<file path="src/tptg_pkg.sv">
// ----------------------------------------------------------------------------
// Touch pinch/tap tracker package
// Shared types, constants and codes for the gesture tracker.
// ----------------------------------------------------------------------------
package tptg_pkg;

  localparam int MaxTouches = 10;
  localparam int CoordBits  = 16;
  localparam int IdBits     = 16;
  localparam int SpanBits   = CoordBits + 1;
  localparam int CntBits    = $clog2(MaxTouches + 1);
  localparam int IdxBits    = $clog2(MaxTouches);
  localparam int SqBits     = 2 * SpanBits;
  localparam int RootSteps  = SqBits / 2;
  localparam int StepBits   = $clog2(RootSteps + 1);
  localparam logic [15:0] TapTimeReset = 16'd500;

  localparam logic [2:0] OpStart = 3'd0;
  localparam logic [2:0] OpAdd   = 3'd1;
  localparam logic [2:0] OpMove  = 3'd2;
  localparam logic [2:0] OpEnd   = 3'd3;
  localparam logic [2:0] OpCancel = 3'd4;

  localparam logic [2:0] KindPinchStart = 3'd0;
  localparam logic [2:0] KindPinchScale = 3'd1;
  localparam logic [2:0] KindPinchEnd   = 3'd2;
  localparam logic [2:0] KindTapUp      = 3'd3;
  localparam logic [2:0] KindTapOk      = 3'd4;
  localparam logic [2:0] KindForward    = 3'd5;

  typedef struct packed {
    logic [2:0]                  operation;
    logic [31:0]                 event_time;
    logic [IdBits-1:0]           touch_id;
    logic signed [CoordBits-1:0] touch_x;
    logic signed [CoordBits-1:0] touch_y;
    logic                        last_touch_of_event;
  } item_t;

  typedef struct packed {
    logic [2:0]                  result_kind;
    logic [31:0]                 result_time;
    logic signed [CoordBits-1:0] point_x;
    logic signed [CoordBits-1:0] point_y;
    logic [SpanBits-1:0]         span_now;
    logic [SpanBits-1:0]         span_before;
    logic                        table_overflow;
    logic                        last_result;
  } result_t;

  typedef enum logic [3:0] {
    S_IDLE, S_FIRST, S_SCAN, S_SHIFT, S_DECIDE, S_TAP1, S_TAP2,
    S_SQUARE, S_ROOT, S_FINAL
  } state_t;

  // controller -> datapath
  typedef struct packed {
    logic load;        // capture item
    logic first;       // apply first-item actions
    logic scan;        // examine entry at scan index
    logic shift;       // shift one entry down at scan index
    logic table_done;  // finish table update
    logic emit_end_first;
    logic emit_tap_up;
    logic emit_tap_ok;
    logic square;
    logic root_step;
    logic emit_final;
    logic close_event;
  } cmd_t;

  // datapath -> controller
  typedef struct packed {
    logic first_end;   // first item must emit pinch end
    logic scan_last;   // scan index at last valid entry (or table empty)
    logic shift_last;
    logic removing;    // scan index holds the entry to remove
    logic is_last;
    logic tap_hit;
    logic pinch;       // touch_count > 1
    logic root_last;
  } status_t;

endpackage

</file>
<file path="src/tptg_datapath.sv">
// ----------------------------------------------------------------------------
// Touch pinch/tap tracker datapath
// Touch table, gesture state, squared-distance unit and bit-serial root.
// ----------------------------------------------------------------------------
module tptg_datapath import tptg_pkg::*; (
  input  logic          clk,
  input  logic          rst,
  input  item_t         item,
  input  logic          cfg_we,
  input  logic [15:0]   cfg_data,
  input  cmd_t          cmd,
  output status_t       stat,
  output logic          strobe,
  output result_t       result
);

  logic [IdBits-1:0]           tbl_id [MaxTouches];
  logic signed [CoordBits-1:0] tbl_x  [MaxTouches];
  logic signed [CoordBits-1:0] tbl_y  [MaxTouches];

  logic [15:0]           tap_limit;
  logic                  pinch_active;
  logic [CntBits-1:0]    touch_count;
  logic [31:0]           tap_start_time;
  logic [SpanBits-1:0]   previous_span;
  logic signed [CoordBits-1:0] first_x, first_y;
  logic                  mid_event, removed_this_event, overflow_this_event;

  item_t                 cur;
  logic [CntBits-1:0]    idx;
  logic                  found;
  logic [SqBits-1:0]     rem;
  logic [SqBits-1:0]     root;
  logic [SqBits-1:0]     rbit;
  logic [StepBits-1:0]   rstep;
  logic signed [SpanBits-1:0] dx, dy, sumx, sumy;
  logic [SpanBits-1:0]   adx, ady;
  logic [2*CoordBits-1:0] sqx, sqy;
  logic [SpanBits-1:0]   span;

  logic [IdxBits-1:0]    ix, ixn, lastix;
  logic                  hit;
  logic signed [SpanBits-1:0] fx, fy;
  logic [31:0]           elapsed;

  assign ix     = idx[IdxBits-1:0];
  assign ixn    = IdxBits'(idx + 1'b1);
  assign lastix = IdxBits'(touch_count - 1'b1);
  assign hit    = tbl_id[ix] == cur.touch_id;
  assign span   = root[SpanBits-1:0];
  assign elapsed = cur.event_time - tap_start_time;
  // truncate toward zero
  assign fx = (sumx + SpanBits'(sumx[SpanBits-1])) >>> 1;
  assign fy = (sumy + SpanBits'(sumy[SpanBits-1])) >>> 1;

  // magnitudes fit in CoordBits, so each square is a CoordBits x CoordBits product
  assign adx = dx[SpanBits-1] ? SpanBits'(-dx) : dx;
  assign ady = dy[SpanBits-1] ? SpanBits'(-dy) : dy;
  assign sqx = (2*CoordBits)'(adx[CoordBits-1:0]) * (2*CoordBits)'(adx[CoordBits-1:0]);
  assign sqy = (2*CoordBits)'(ady[CoordBits-1:0]) * (2*CoordBits)'(ady[CoordBits-1:0]);

  always_comb begin
    stat.first_end  = (cur.operation == OpStart || cur.operation == OpCancel) &&
                      pinch_active && !mid_event;
    stat.scan_last  = (idx + 1'b1 >= touch_count);
    stat.shift_last = (idx + 2'd2 >= touch_count);
    stat.removing   = (idx < touch_count) && hit && cur.operation == OpEnd &&
                      !removed_this_event;
    stat.is_last    = cur.last_touch_of_event;
    stat.tap_hit    = cur.operation == OpEnd && elapsed <= 32'(tap_limit);
    stat.pinch      = touch_count > CntBits'(1);
    stat.root_last  = rstep == StepBits'(RootSteps - 1);
  end

  always_ff @(posedge clk) begin
    if (cmd.load) begin
      cur <= item;
      idx <= '0;
      found <= 1'b0;
    end
    if (cmd.scan) begin
      if (idx < touch_count && hit) begin
        found <= 1'b1;
        if (cur.operation == OpMove) begin
          tbl_x[ix] <= cur.touch_x;
          tbl_y[ix] <= cur.touch_y;
        end
      end
      // hold the index on the entry to remove; the shift starts there
      if (!stat.removing) idx <= idx + 1'b1;
    end
    if (cmd.shift) begin
      if (!stat.scan_last) begin
        tbl_id[ix] <= tbl_id[ixn];
        tbl_x[ix]  <= tbl_x[ixn];
        tbl_y[ix]  <= tbl_y[ixn];
      end
      idx <= idx + 1'b1;
    end
    if (cmd.table_done) begin
      if ((cur.operation == OpStart || cur.operation == OpAdd) && !found) begin
        if (touch_count < CntBits'(MaxTouches)) begin
          tbl_id[touch_count[IdxBits-1:0]] <= cur.touch_id;
          tbl_x[touch_count[IdxBits-1:0]]  <= cur.touch_x;
          tbl_y[touch_count[IdxBits-1:0]]  <= cur.touch_y;
        end
      end
    end
    if (cmd.square) begin
      rem  <= SqBits'(sqx) + SqBits'(sqy);
      root <= '0;
      rbit <= SqBits'(1) << (SqBits - 2);
      rstep <= '0;
      sumx <= SpanBits'(tbl_x[0]) + SpanBits'(tbl_x[lastix]);
      sumy <= SpanBits'(tbl_y[0]) + SpanBits'(tbl_y[lastix]);
    end
    if (cmd.root_step) begin
      if (rem >= root + rbit) begin
        rem  <= rem - (root + rbit);
        root <= (root >> 1) + rbit;
      end else begin
        root <= root >> 1;
      end
      rbit  <= rbit >> 2;
      rstep <= rstep + 1'b1;
    end
  end

  always_comb begin
    dx = SpanBits'(tbl_x[0]) - SpanBits'(tbl_x[lastix]);
    dy = SpanBits'(tbl_y[0]) - SpanBits'(tbl_y[lastix]);
  end

  // gesture state
  always_ff @(posedge clk) begin
    if (rst) begin
      tap_limit <= TapTimeReset;
      pinch_active <= 1'b0;
      touch_count <= '0;
      tap_start_time <= '0;
      previous_span <= '0;
      first_x <= '0;
      first_y <= '0;
      mid_event <= 1'b0;
      removed_this_event <= 1'b0;
      overflow_this_event <= 1'b0;
    end else begin
      if (cfg_we) tap_limit <= cfg_data;
      if (cmd.first && !mid_event) begin
        first_x <= cur.touch_x;
        first_y <= cur.touch_y;
        if (cur.operation == OpStart) tap_start_time <= cur.event_time;
        if (cur.operation == OpMove) tap_start_time <= '0;
      end
      if (cmd.emit_end_first) begin
        touch_count <= '0;
        pinch_active <= 1'b0;
      end
      if (cmd.first) mid_event <= 1'b1;
      if (cmd.shift && stat.shift_last) begin
        touch_count <= touch_count - 1'b1;
        removed_this_event <= 1'b1;
      end
      if (cmd.table_done && (cur.operation == OpStart || cur.operation == OpAdd) && !found) begin
        if (touch_count < CntBits'(MaxTouches)) touch_count <= touch_count + 1'b1;
        else overflow_this_event <= 1'b1;
      end
      if (cmd.emit_tap_up && (cur.operation == OpStart || cur.operation == OpAdd)
          && touch_count == CntBits'(2)) begin
        tap_start_time <= '0;
      end
      if (cmd.emit_final) begin
        if (stat.pinch) begin
          pinch_active <= 1'b1;
          previous_span <= span;
        end else begin
          pinch_active <= 1'b0;
        end
      end
      if (cmd.close_event) begin
        mid_event <= 1'b0;
        removed_this_event <= 1'b0;
        overflow_this_event <= 1'b0;
      end
    end
  end

  // output register
  always_ff @(posedge clk) begin
    if (rst) begin
      strobe <= 1'b0;
    end else begin
      strobe <= cmd.emit_end_first | cmd.emit_tap_ok |
                (cmd.emit_tap_up & stat.tap_hit) | cmd.emit_final;
    end
  end

  always_ff @(posedge clk) begin
    result.result_time    <= cur.event_time;
    result.table_overflow <= overflow_this_event;
    result.last_result    <= 1'b0;
    result.span_now       <= '0;
    result.span_before    <= '0;
    result.point_x        <= first_x;
    result.point_y        <= first_y;
    result.result_kind    <= KindForward;
    if (cmd.emit_end_first) begin
      result.result_kind <= KindPinchEnd;
      result.point_x <= (touch_count != '0) ? tbl_x[0] : '0;
      result.point_y <= (touch_count != '0) ? tbl_y[0] : '0;
      result.span_now <= SpanBits'(1);
      result.span_before <= SpanBits'(1);
      // a last item always adds a final result after this one
      result.last_result <= !cur.last_touch_of_event;
    end else if (cmd.emit_tap_up) begin
      result.result_kind <= KindTapUp;
    end else if (cmd.emit_tap_ok) begin
      result.result_kind <= KindTapOk;
    end else if (cmd.emit_final) begin
      result.last_result <= 1'b1;
      if (stat.pinch) begin
        result.result_kind <= pinch_active ? KindPinchScale : KindPinchStart;
        result.point_x <= fx[CoordBits-1:0];
        result.point_y <= fy[CoordBits-1:0];
        result.span_now <= span;
        result.span_before <= pinch_active ? previous_span : span;
      end else if (pinch_active) begin
        result.result_kind <= KindPinchEnd;
        result.point_x <= (touch_count != '0) ? tbl_x[0] : '0;
        result.point_y <= (touch_count != '0) ? tbl_y[0] : '0;
        result.span_now <= SpanBits'(1);
        result.span_before <= SpanBits'(1);
      end
    end
  end

endmodule

</file>
<file path="src/tptg_control.sv">
// ----------------------------------------------------------------------------
// Touch pinch/tap tracker controller
// Sequences first-item actions, table scan, removal shift, tap and pinch.
// ----------------------------------------------------------------------------
module tptg_control import tptg_pkg::*; (
  input  logic    clk,
  input  logic    rst,
  input  logic    start,
  input  status_t stat,
  output logic    busy,
  output cmd_t    cmd
);

  state_t state, state_next;

  always_ff @(posedge clk) begin
    if (rst) state <= S_IDLE;
    else state <= state_next;
  end

  always_comb begin
    state_next = state;
    cmd = '0;
    busy = state != S_IDLE;
    unique case (state)
      S_IDLE: begin
        cmd.load = start;
        if (start) state_next = S_FIRST;
      end
      S_FIRST: begin
        // pinch end reads the table before the clear lands
        cmd.first = 1'b1;
        cmd.emit_end_first = stat.first_end;
        state_next = S_SCAN;
      end
      S_SCAN: begin
        cmd.scan = 1'b1;
        if (stat.removing) state_next = S_SHIFT;
        else if (stat.scan_last) state_next = S_DECIDE;
      end
      S_SHIFT: begin
        cmd.shift = 1'b1;
        if (stat.shift_last) state_next = S_DECIDE;
      end
      S_DECIDE: begin
        cmd.table_done = 1'b1;
        state_next = stat.is_last ? S_TAP1 : S_IDLE;
      end
      S_TAP1: begin
        cmd.emit_tap_up = 1'b1;
        state_next = stat.tap_hit ? S_TAP2 : S_SQUARE;
      end
      S_TAP2: begin
        cmd.emit_tap_ok = 1'b1;
        state_next = S_SQUARE;
      end
      S_SQUARE: begin
        cmd.square = 1'b1;
        state_next = S_ROOT;
      end
      S_ROOT: begin
        cmd.root_step = 1'b1;
        if (stat.root_last) state_next = S_FINAL;
      end
      S_FINAL: begin
        cmd.emit_final = 1'b1;
        cmd.close_event = 1'b1;
        state_next = S_IDLE;
      end
      default: state_next = S_IDLE;
    endcase
  end

endmodule

</file>
<file path="src/touch_pinch_tap_gesture_tracker.sv">
// ----------------------------------------------------------------------------
// Touch pinch/tap gesture tracker
// Tracks active touches and reports pinch, tap and forwarded events.
// ----------------------------------------------------------------------------
// One touch item is taken when start is high and busy low. A middle item of
// an event runs the serial id scan over the table entries and, on removal,
// the removal shift; the last item adds the tap results and a 17-step
// bit-serial square root. Results appear one per strobe cycle and must be
// taken then; the receiver cannot stall.
module touch_pinch_tap_gesture_tracker import tptg_pkg::*; (
  input  logic        clk,
  input  logic        rst,
  input  logic        start,
  input  item_t       item,
  output logic        busy,
  input  logic        cfg_valid,
  output logic        cfg_ready,
  input  logic [15:0] cfg_data,
  output logic        strobe,
  output result_t     result
);

  cmd_t       cmd;
  status_t    stat;

  assign cfg_ready = 1'b1;

  tptg_control u_ctrl (
    .clk  (clk),
    .rst  (rst),
    .start(start),
    .stat (stat),
    .busy (busy),
    .cmd  (cmd)
  );

  tptg_datapath u_dp (
    .clk     (clk),
    .rst     (rst),
    .item    (item),
    .cfg_we  (cfg_valid),
    .cfg_data(cfg_data),
    .cmd     (cmd),
    .stat    (stat),
    .strobe  (strobe),
    .result  (result)
  );

endmodule
</file>
<file path="config.mk">
export PLATFORM = sky130hd
export DESIGN_NAME = touch_pinch_tap_gesture_tracker
export DESIGN_NICKNAME = d
export VERILOG_FILES = /design/src/tptg_pkg.sv /design/src/tptg_datapath.sv /design/src/tptg_control.sv /design/src/touch_pinch_tap_gesture_tracker.sv
export SDC_FILE = /design/constraint.sdc
export NUM_CORES = 2
export LEC_CHECK = 0
export BUFFER_PORTS_ARGS = -buffer_cell sky130_fd_sc_hd__buf_2
export CAP_MARGIN = 10
export CORE_UTILIZATION = 38
export DETAILED_ROUTE_END_ITERATION = 12
export GPL_ROUTABILITY_DRIVEN = 0
export PLACE_DENSITY_LB_ADDON = 0.3
export SLEW_MARGIN = 10
export SYNTH_ARGS = -nofsm -noshare
export SYNTH_HDL_FRONTEND = slang
export SYNTH_SLANG_ARGS = --single-unit
</file>
<file path="constraint.sdc">
create_clock -name clk -period 12.1 [get_ports clk]
set_clock_uncertainty 0.1 [all_clocks]
set_input_delay 3.63 -clock clk [delete_from_list [all_inputs] [get_ports clk]]
set_output_delay 3.63 -clock clk [all_outputs]
set_load 0.05 [all_outputs]
</file>
==> metrics.txt <==
# TYPE chip_impl_metric gauge
chip_impl_metric{name="final_antenna_net_count",unit=""} 0
chip_impl_info{name="startpoint_type",value="flop"} 1
chip_impl_metric{name="floorplan.io_pins",unit=""} 210
chip_impl_info{name="tritoncts",value="built"} 1
chip_impl_info{name="cts_root_buf",value="sky130_fd_sc_hd__clkbuf_16"} 1
chip_impl_info{name="timing.hold.worst.start",value="u_dp.cur[51]"} 1
chip_impl_metric{name="final_net_count",unit=""} 6862
chip_impl_info{name="ys_top_cells_by_area",value="sky130_fd_sc_hd__edfxtp_1 31%, sky130_fd_sc_hd__fa_1 13%, sky130_fd_sc_hd__dfxtp_1 8.1%"} 1
chip_impl_metric{name="row_cnt",unit=""} 148
chip_impl_metric{name="placement.io_buffers",unit=""} 208
chip_impl_metric{name="synth.mux.area_fraction",unit="%"} 10.18
chip_impl_info{name="synth_flop_cell",value="sky130_fd_sc_hd__edfxtp_1"} 1
chip_impl_info{name="synth_top_cells_by_count",value="696 x sky130_fd_sc_hd__inv_1, 653 x sky130_fd_sc_hd__edfxtp_1, 465 x sky130_fd_sc_hd__nand2_1"} 1
chip_impl_metric{name="design.core.area",unit="um^2"} 163000
chip_impl_metric{name="grt_usage",unit="%"} 20.06
chip_impl_metric{name="drcViolationCount",unit=""} 0
chip_impl_metric{name="postSynthRegisterBits",unit=""} 906
chip_impl_metric{name="cpPeakStageDelay",unit="ns"} 0.57
chip_impl_metric{name="grt_first_pass_wirelength",unit="um"} 258700
chip_impl_metric{name="max_freq",unit="GHz"} 0.08565
chip_impl_metric{name="finalSetupViolations",unit=""} 0
chip_impl_metric{name="layout.area.seq",unit="um^2"} 24680
chip_impl_metric{name="route.detailed.vias_per_inst",unit=""} 5.357
chip_impl_metric{name="initial_utilization",unit="%"} 38.31
chip_impl_info{name="ws_path_type",value="flop to flop"} 1
chip_impl_info{name="crit_slowest_cell",value="sky130_fd_sc_hd__fa_1"} 1
chip_impl_info{name="run_status",value="complete, no violations"} 1
chip_impl_info{name="yosys.area.top_type",value="sky130_fd_sc_hd__edfxtp_1"} 1
chip_impl_info{name="synth.most_common_cell",value="sky130_fd_sc_hd__inv_1"} 1
chip_impl_metric{name="detail_route.iter0.violations",unit=""} 3326
chip_impl_metric{name="cts.htree.levels",unit=""} 3
chip_impl_metric{name="fin_crit_sh",unit="%"} 96.49
chip_impl_metric{name="drt-wirelength-per-cell",unit="um"} 20.54
chip_impl_metric{name="filler_cell_count",unit=""} 15400
chip_impl_metric{name="synth_xor_xnor_area_share",unit="%"} 4.118
chip_impl_metric{name="clk_latency",unit="ns"} 0.72
chip_impl_info{name="r2r_start",value="u_dp.touch_count[0]"} 1
chip_impl_info{name="end_kind",value="flop"} 1
chip_impl_metric{name="arrival",unit="ns"} 12.15
chip_impl_metric{name="netlist_instances",unit=""} 5678
chip_impl_metric{name="syn_to_final_growth",unit="%"} 12.99
chip_impl_metric{name="synth_sequential_area_ratio",unit="%"} 39.52
chip_impl_metric{name="syn_nets",unit=""} 6576
chip_impl_metric{name="grt_overflow_total",unit=""} 0
chip_impl_metric{name="ys_types",unit=""} 97
chip_impl_metric{name="ys_warn_count",unit=""} 0
chip_impl_metric{name="max_slew.worst_pin.slew",unit="ns"} 1.130
chip_impl_metric{name="vias",unit=""} 44050
chip_impl_metric{name="cp_max_fo",unit=""} 16
chip_impl_metric{name="cts.clk_slew.worst_paths",unit="ns"} 0.06
chip_impl_metric{name="floorplan.die_area",unit="um^2"} 165900
chip_impl_metric{name="final_layout_size_suffix_gt1_share",unit="%"} 15.91
chip_impl_info{name="holdCritPathClass",value="flop to flop"} 1
chip_impl_metric{name="timing.critical_path.required",unit="ns"} 12.57
chip_impl_metric{name="finalMaxSlewViolations",unit=""} 0
chip_impl_info{name="reg2reg_to",value="u_dp.rem[32]"} 1
chip_impl_metric{name="number_of_enable_type_register_cells_in_the_synthesized_netlist",unit=""} 653
chip_impl_metric{name="r2r_cells",unit=""} 45
chip_impl_metric{name="tritoncts_num_sinks",unit=""} 906
chip_impl_info{name="min_delay_worst_endpoint",value="u_dp.result[70]"} 1
chip_impl_metric{name="fin_setup_tns",unit="ns"} 0
chip_impl_metric{name="grt_max_degree",unit=""} 67
chip_impl_metric{name="chipHeight",unit="um"} 407.3
chip_impl_metric{name="finalHoldViolations",unit=""} 0
chip_impl_metric{name="multi_input_comb_area",unit="um^2"} 34490
chip_impl_metric{name="worst_slew_margin_rel",unit="%"} 24.67
chip_impl_metric{name="number_of_clock_buffers_inserted_by_tritoncts",unit=""} 95
chip_impl_metric{name="die-width",unit="um"} 407.3
chip_impl_metric{name="timing.hold.worst_path_depth",unit=""} 0
chip_impl_metric{name="drtPass1Iterations",unit=""} 6
chip_impl_metric{name="synthAdderAreaFrac",unit="%"} 20.60
chip_impl_metric{name="avgSynthCellArea",unit="um^2"} 11.00
chip_impl_metric{name="ff2ff_setup_slack",unit="ns"} 0.43
chip_impl_metric{name="initial_antenna_violation_count",unit=""} 8
chip_impl_info{name="largest_family_of_logic_cells_by_synthesized_area",value="adder cells"} 1
chip_impl_metric{name="dpl.hpwl",unit="um"} 122900
chip_impl_info{name="crit_top_cell",value="sky130_fd_sc_hd__fa_1"} 1
chip_impl_metric{name="synthDominantCellAreaShare",unit="%"} 31.41
chip_impl_metric{name="via_count_of_the_first_global_routing_pass",unit=""} 44550
chip_impl_metric{name="drt-total-wl",unit="um"} 168900
chip_impl_metric{name="finalCriticalPeriod",unit="ns"} 11.67
chip_impl_metric{name="async_reset_ff_share",unit="%"} 0
chip_impl_metric{name="synth_compound_gate_area_share",unit="%"} 10.17
chip_impl_metric{name="synth_simple_gate_area_share",unit="%"} 9.421
chip_impl_metric{name="post_synthesis_cell_area",unit="um^2"} 62440
chip_impl_metric{name="holdWs",unit="ns"} 0.3066
chip_impl_metric{name="ctsLongestPathBuffers",unit=""} 3
chip_impl_metric{name="max_cap_viol_count",unit=""} 0
[through the flow]
stage | util (%) | cell area (um^2) | worst slack [ns] | cells
global route | 43.29 | 70540 | -0.09939 | 8222
detailed placement | 41.14 | 67030 | 0.1008 | 8022
floorplan | - | 62480 | 0.03304 | 5678
finish | 43.29 | 70540 | 0.4251 | 8224
global placement | 41.14 | 67030 | 0.1344 | 8022
CTS | 43.01 | 70090 | 0.05134 | 8201
[worst max-delay path, delay by kind of cell, from the launching register on]
family,cells,cell delay [ns]
AOI/OAI and AO/OA,13,2.20
xor gates and xnor gates,3,0.52
adders and majority gates,11,5.08
buffers and inverters,10,1.17
DFF,1,0.37
muxes,2,0.71
and+or+nand+nor,6,1.39
[kinds of logic after synthesis]
group,after synthesis
AND/OR/NAND/NOR,1311
AO/OA/AOI/OAI,1026
adder cells (fa/ha/maj),794
flip-flops,906
multiplexers,387
other,1
buffers and inverters,962
XOR/XNOR,291
[state kept, by name, summed over array words and instances (netlist names), 32 cells and up]
| register | count |
|---|---|
| u_dp.tbl_id | 160 |
| u_dp.tbl_x | 160 |
| u_dp.tbl_y | 160 |
| u_dp.result | 103 |
| u_dp.cur | 83 |
| u_dp.rem | 34 |
| u_dp.root | 34 |
| u_dp.tap_start_time | 32 |
[how the worst max path moves through the flow]
stage / from / end / depth (start not counted)
after floorplan: u_dp.touch_count[0] / u_dp.rem[32] / 52
after global placement: u_dp.touch_count[0] / u_dp.rem[29] / 44
after detailed placement: u_dp.touch_count[0] / u_dp.rem[29] / 42
after CTS: u_dp.touch_count[0] / u_dp.rem[29] / 42
after global routing: u_dp.touch_count[0] / u_dp.rem[32] / 46
final: u_dp.touch_count[0] / u_dp.rem[32] / 45
[per-layer routing]
layer | vias to the layer above | global-route usage (%) | wire, um
met3 | 266 | 3.059 | 11450
met4 | 0 | 7.123 | 5610
met1 | 22110 | 26.45 | 70040
met2 | 1343 | 33.43 | 81840
li1 | 20340 | - | -
met5 | - | 0 | 0
[layout by cell type, fill, tap and decap left out, types with 40 or more instances in the layout]
master / synthesis / final
sky130_fd_sc_hd__ha_1: 404 / 401
sky130_fd_sc_hd__buf_4: 4 / 220
sky130_fd_sc_hd__o21ai_0: 224 / 221
sky130_fd_sc_hd__inv_1: 696 / 692
sky130_fd_sc_hd__xor2_1: 133 / 128
sky130_fd_sc_hd__buf_2: 13 / 207
sky130_fd_sc_hd__mux2_2: 66 / 66
sky130_fd_sc_hd__a31oi_1: 41 / 40
sky130_fd_sc_hd__nor2b_1: 59 / 57
sky130_fd_sc_hd__o21bai_1: 46 / 45
sky130_fd_sc_hd__nand3_1: 67 / 66
sky130_fd_sc_hd__xnor2_1: 155 / 147
sky130_fd_sc_hd__mux4_2: 192 / 192
sky130_fd_sc_hd__nand2_1: 465 / 462
sky130_fd_sc_hd__clkbuf_16: 0 / 100
sky130_fd_sc_hd__a21o_1: 61 / 61
sky130_fd_sc_hd__nor2_1: 449 / 433
sky130_fd_sc_hd__edfxtp_1: 653 / 653
sky130_fd_sc_hd__a211oi_1: 77 / 76
sky130_fd_sc_hd__dfxtp_1: 253 / 250
sky130_fd_sc_hd__a21oi_1: 377 / 367
sky130_fd_sc_hd__nor3_1: 52 / 52
sky130_fd_sc_hd__fa_1: 390 / 390
sky130_fd_sc_hd__mux2i_1: 129 / 127
[layout make-up]
type / instances / share of cell area [%]
clock buffers: 133 / 3.748
clock inverters: 46 / 0.5871
multi-input cells: 3810 / 48.89
well taps: 2175 / 3.858
flip-flops and latches: 906 / 34.99
diodes: 3 / 0.01064
repair buffers: 440 / 4.126
inverters: 711 / 3.792
[what timing repair did]
item,in CTS,in global routing
hold buffers,0,0
hold endpoints to repair,0,0
endpoints found under the setup margin,0,14
gates resized for setup,0,55
buffers inserted,0,18
Power is not shown: default switching activity piles up to over one toggle a cycle in this logic, so the estimate is an artifact.
